### src/rtl/mbma_pkg.sv
package mbma_pkg;

  // fixed field widths of the item and result beats
  localparam int OPCODE_W      = 1;
  localparam int TAGLINE_W     = 4;
  localparam int BLOCK_INDEX_W = 7;
  localparam int COMMAND_W     = 1;
  localparam int DISK_W        = 4;
  localparam int DISK_BLOCK_W  = 12;
  localparam int STATUS_W      = 2;

  // configuration port
  localparam int PADDR_W = 3;
  localparam int PDATA_W = 32;
  localparam int LIMIT_W = 5;
  localparam logic [LIMIT_W-1:0] LIMIT_RESET = 5'd16;
  // register select is paddr[2]
  localparam logic REG_TAGLINE_LIMIT = 1'b0;

  // default geometry
  localparam int MAX_TAGLINES_DEF       = 16;
  localparam int BLOCKS_PER_TAGLINE_DEF = 128;
  localparam int DISK_BLOCKS_DEF        = 4096;
  localparam int PRIMARY_DISKS_DEF      = 8;

  localparam logic OP_READ  = 1'b0;
  localparam logic OP_WRITE = 1'b1;

  typedef enum logic [STATUS_W-1:0] {
    ST_OK       = 2'd0,
    ST_UNMAPPED = 2'd1,
    ST_FULL     = 2'd2,
    ST_RANGE    = 2'd3
  } status_e;

  // controller to datapath
  typedef struct packed {
    logic clear;
    logic accept;
    logic eval;
    logic emit2;
  } ctl_cmd_t;

  // datapath to controller
  typedef struct packed {
    logic clear_last;
    logic in_fire;
    logic out_free;
    logic two;
  } ctl_sts_t;

endpackage

### src/rtl/mbma_ctrl.sv
module mbma_ctrl (
  input  logic               clk_i,
  input  logic               rst_ni,
  input  mbma_pkg::ctl_sts_t sts_i,
  output mbma_pkg::ctl_cmd_t cmd_o
);
  import mbma_pkg::*;

  typedef enum logic [3:0] {
    S_CLEAR = 4'b0001,
    S_IDLE  = 4'b0010,
    S_EVAL  = 4'b0100,
    S_EMIT2 = 4'b1000
  } state_e;

  state_e state_q, state_d;

  always_comb begin
    state_d = state_q;
    cmd_o   = '0;
    unique case (state_q)
      S_CLEAR: begin
        cmd_o.clear = 1'b1;
        if (sts_i.clear_last) begin
          state_d = S_IDLE;
        end
      end
      S_IDLE: begin
        cmd_o.accept = 1'b1;
        if (sts_i.in_fire) begin
          state_d = S_EVAL;
        end
      end
      S_EVAL: begin
        cmd_o.eval = 1'b1;
        if (sts_i.out_free) begin
          state_d = sts_i.two ? S_EMIT2 : S_IDLE;
        end
      end
      S_EMIT2: begin
        cmd_o.emit2 = 1'b1;
        if (sts_i.out_free) begin
          state_d = S_IDLE;
        end
      end
      default: begin
        state_d = S_CLEAR;
      end
    endcase
  end

  always_ff @(posedge clk_i or negedge rst_ni) begin
    if (!rst_ni) begin
      state_q <= S_CLEAR;
    end else begin
      state_q <= state_d;
    end
  end

endmodule

### config.mk
export PLATFORM = sky130hd
export DESIGN_NAME = mbma_ctrl
export DESIGN_NICKNAME = d
export VERILOG_FILES = /design/src/rtl/mbma_pkg.sv /design/src/rtl/mbma_ctrl.sv
export SDC_FILE = /design/constraint.sdc
export NUM_CORES = 1
export LEC_CHECK = 0
export ABC_AREA = 1
export BUFFER_PORTS_ARGS = -buffer_cell sky130_fd_sc_hd__clkbuf_2
export CAP_MARGIN = 20
export CORE_AREA = 2 2 39 41
export CTS_BUF_LIST = sky130_fd_sc_hd__clkbuf_16
export CTS_CLUSTER_DIAMETER = 200
export DETAILED_ROUTE_END_ITERATION = 16
export DIE_AREA = 0 0 41 43
export PLACE_DENSITY_LB_ADDON = 0.3
export SLEW_MARGIN = 25
export SYNTH_ARGS = -nofsm -noshare
export SYNTH_HDL_FRONTEND = slang
export SYNTH_SLANG_ARGS = --single-unit
### constraint.sdc
create_clock -name clk_i -period 2 [get_ports clk_i]
set_input_delay 0.3 -clock clk_i [delete_from_list [all_inputs] [get_ports clk_i]]
set_output_delay 0.3 -clock clk_i [all_outputs]
set_load 0.005 [all_outputs]
Word-level counts from Yosys, hierarchy flattened
Index checks and enable logic that the tools add are counted.
Storage, ports and cells
  output and inout port bits: 4
  bits in registers: 4
  word-level logic and storage cells: 20
  input bits: 6
Operators by class
  eq/ne operators: 8
  reductions and logical operators: 1
  mux-type cells: 10
Operator list (count)
  $mux W4: 5
  $pmux W4 S4: 1
  $ne A2 B2 Y1 const B: 4
  $eq A4 B1 Y1 const B: 1
  $eq A4 B2 Y1 const B: 1
  $eq A4 B3 Y1 const B: 1
  $eq A4 B4 Y1 const B: 1
  $mux W1: 4
  $reduce_and A4 Y1: 1

Logic depth before layout (Yosys ltp)
  depth after elaboration: 3
  mapped depth: 7
  gate-level depth less buffers: 7

Least setup slack after synthesis
OpenSTA, ideal clock, no wires.
  path kind: flip-flop to output port
  start point: register state_q[0]
  end point: output cmd_o[3] (netlist bit)
  slack: 0.888 ns
  arrival: 0.812 ns
  cell stages (with the launch flop): 5
  data required time: 1.700 ns
  path buffers: 0
  cell sequence: dfstp_2 inv_1 nor2_1 nand2_1 inv_1
RTL lines
  start, declared: line mbma_ctrl.sv:16  | state_e state_q, state_d;
  start signal, assigned: line mbma_ctrl.sv:56  | state_q <= state_d;
  end, declared: line mbma_ctrl.sv:5  | output mbma_pkg::ctl_cmd_t cmd_o

==> run summary <==
The top cell type's share of synthesized area came out at approximately 28%. The library cell used as clock root buffer is sky130_fd_sc_hd__clkbuf_16. The initial DRC count came out at 9. The number of antenna violations at the first check in global routing is 0. The clock transition time at the flip-flop clock pins of the worst setup and hold paths came out at about 0.030 ns. The final critical-path share of the clock period is between 70 and 80%. Entering global routing, the biggest net connects 5 pins. The clock arrives with 0.00277 ns of skew. state_q holds more flip-flops than any other register. The buffer levels on the longest clock path is 2.

The growth of design area from synthesis to finish came out at 56.4%. The smallest setup slack after layout is roughly 0.52 ns. After filler insertion, the fill cell instance count of the layout stands at between 150 and 200. In the final design database the tool counted 64 nets. For this run, the detailed router's first-pass iteration total came to 4.

The total congestion overflow came out at 0. Post-CTS repair changed the size of 0 cells. The number of synthesized register bits came out at 4.

Setup repair after global routing left no endpoint under its margin. The library cell used most frequently in the layout, excluding fill and tap cells, is sky130_fd_sc_hd__inv_1. The average size of a mapped cell came out at ~6.3 um^2. Grouping stages by cell kind, the critical path spends the most delay in flip-flops. The latest clock arrival within the worst-skew pair came out at around 0.22 ns. The final weighted congestion of routability-driven global placement came out at about 0.68. The required time of the worst setup path came out at 1.70 ns. The H-tree depth is 1.

The leakage dissipation came out at 0.268 nW. The height of the chip came out at between 40 and 50 um. The number of routed nets with antenna violations is 0. The pin slew with the least headroom to its limit is around 0.23 ns. The total number of vias came out at 276. Global routing used slightly below 9% of the available tracks across all layers.

The worst-case IR drop observed on VDD is roughly 0.67 mV. The number of nets produced by synthesis is between 40 and 50. The area of the core region is between 1000 and 1500 um^2. The number of global-route vias before repair came out at around 250. The overall power of the completed layout is roughly 0.67 mW. The final critical-path required period came out at roughly 1.5 ns. Along the worst path, the maximum fanout reaches 3.

Summed over all instances, the cell type with the most area after synthesis is sky130_fd_sc_hd__dfrtp_1. The detail-routed via count per cell came out at 3.78. The floorplan has 14 rows.

10 I/O pins were placed. The setup total negative slack is 0 ns. The initial core utilization is 19.7%.

In this design, the critical path's most frequently occurring cell is sky130_fd_sc_hd__inv_1. The floorplan die area came out at 1760 um^2. The remaining max-slew budget at the tightest pin came out at a little over four fifths. The utilization after layout came out at between 30% and 40%. The post-detailed-routing wire length came out at about 590 um. The antenna diode instance count came out at 0. In the final layout, the registers with the most flip-flops are state_q (4).

The endpoint class of the critical path is an output pin. The CTS buffer count is 3. In this run the power density over the cells is between 1500 and 2000 nW/um^2.

The fmax came out at between 600 and 700 MHz. The count of unresolved DRC violations after routing came out at 0. The worst min-delay path class is input port to register. The global-route wire length before repair is 966 um. The sequential cell area is 101 um^2. The cell area after synthesis came out at ~270 um^2. Dividing the detail-routed wire length by the instance count gives a little over 8 um.

The number of buffers inserted to repair setup after CTS is 0. CTS saw 4 sinks. The final setup violation count is 0. Yosys attributes the largest share of cell area to sky130_fd_sc_hd__dfrtp_1 (28%), sky130_fd_sc_hd__inv_1 (14%), sky130_fd_sc_hd__nand2_1 (14%).

The critical path is of the register to output pin type. The fraction of layout cells with a size suffix above 1 came out at 31.6%. After synthesis, flip-flops and latches occupy a little under two fifths of the total area. The unique cell type count in the Yosys netlist is 12.

The count of final max-slew check failures is 0. The worst setup slack after placement is approximately 0.74 ns. The clock tree from TritonCTS is built.

The cell count after synthesis came out at between 40 and 50. In this run the tool buffered the top-level ports with 9 buffer cells. The data arrival time of the critical path came out at 1.18 ns.

On the final layout, the worst hold slack is between 0.3 and 0.4 ns. The combined area of the multi-input logic cells is between 100 and 150 um^2. The flip-flop count of the largest register, all copies and words added is 4. The critical path contains buffers and inverters numbering 3 combined.

The largest individual stage delay along the critical path comes from the cell sky130_fd_sc_hd__dfstp_2. The critical path goes through inv_1 > nor2_1 > nand2_1 > inv_1 > clkbuf_2. The number of maximum-capacitance violations is 0. The warning count from the yosys run is 0. The HPWL reported at the end of detailed placement came out at around 480 um.

The flow ran to the end, and the final reports show no timing, DRC or antenna violations. The number of failing hold endpoints at the final stage came to 0. The worst setup path is launched from a register. The overall die width came out at just over 40 um.

In the layout the commonest cells are sky130_fd_sc_hd__inv_1 (11), sky130_fd_sc_hd__nand2_1 (10), sky130_fd_sc_hd__clkbuf_2 (9). After clock tree synthesis, the flow added hold-fix buffers numbering 1. The largest single stage delay on the critical path is 0.54 ns.
power breakdown:
group / internal (mW) / leakage [nW] / switching, mW
Clock: 0.258 / 0.0423 / 0.0572
Sequential: 0.119 / 0.0506 / 0.0238
Combinational: 0.0848 / 0.175 / 0.124
Total: 0.462 / 0.268 / 0.205
cell families (layout without fill, tap and decap cells):
group / Yosys count / in the layout / share of synthesized area [%]
simple gates: 27 / 27 / 45.9
compound gates: 1 / 1 / 1.83
flops: 4 / 4 / 37.2
buf+inv: 11 / 25 / 15.1
metrics by stage:
step           cell area, um^2  std cells
3_3_place_gp               338         68
2_1_floorplan              273         43
4_1_cts                    427         73
3_5_place_dp               338         68
5_1_grt                    427         73
6_report                   427         73
Yosys cell counts:
cell type	number
sky130_fd_sc_hd__inv_1	10
sky130_fd_sc_hd__nand2_1	10
sky130_fd_sc_hd__nand3_1	7
sky130_fd_sc_hd__nor2_1	5
sky130_fd_sc_hd__dfrtp_1	3
sky130_fd_sc_hd__nor2_2	2
sky130_fd_sc_hd__and2_2	1
sky130_fd_sc_hd__dfstp_2	1
sky130_fd_sc_hd__inv_2	1
sky130_fd_sc_hd__nand2_2	1
sky130_fd_sc_hd__nand3b_1	1
sky130_fd_sc_hd__o21ai_1	1
worst paths after layout:
kind | cells past startpoint | from | end | slack (ns)
max | 5 | state_q[0] | cmd_o[3] | 0.52
min | 3 | sts_i[3] | state_q[0] | 0.35
max reg2reg | 7 | state_q[0] | state_q[2] | 0.85
min reg2reg | 3 | state_q[1] | state_q[0] | 0.61
max in group asynchronous | 2 | rst_ni | state_q[0] | 1.38
min in group asynchronous | 2 | rst_ni | state_q[2] | 0.41
per-layer routing:
layer  global-route usage [%]  part of all wire [%]  vias to the layer above
met2                     12.2                    44                        9
met1                     9.39                    47                      111
met4                     4.00                     0                        0
li1                         -                     -                      156
met5                        0                     0                        -
met3                     7.85                   9.0                        0
area by class of cell:
| cell class | count | area share [%] |
|---|---|---|
| clock inverter | 1 | 0.880 |
| clock buffer | 3 | 17.6 |
| multi-input combinational | 28 | 30.5 |
| timing repair buffer | 10 | 12.9 |
| sequential | 4 | 23.8 |
| inverter | 11 | 9.68 |
| tap | 16 | 4.69 |
worst register-to-register path: stages, from the launching register on:
cell and delay, ns:
sky130_fd_sc_hd__dfstp_2 0.54, sky130_fd_sc_hd__inv_1 0.04, sky130_fd_sc_hd__nor2_1 0.11, sky130_fd_sc_hd__nand3b_1 0.11, sky130_fd_sc_hd__nand2_1 0.09, sky130_fd_sc_hd__inv_2 0.04, sky130_fd_sc_hd__nand3_1 0.06, sky130_fd_sc_hd__nand2_1 0.06
No activity file was read; power rests on OpenSTA's default activity.
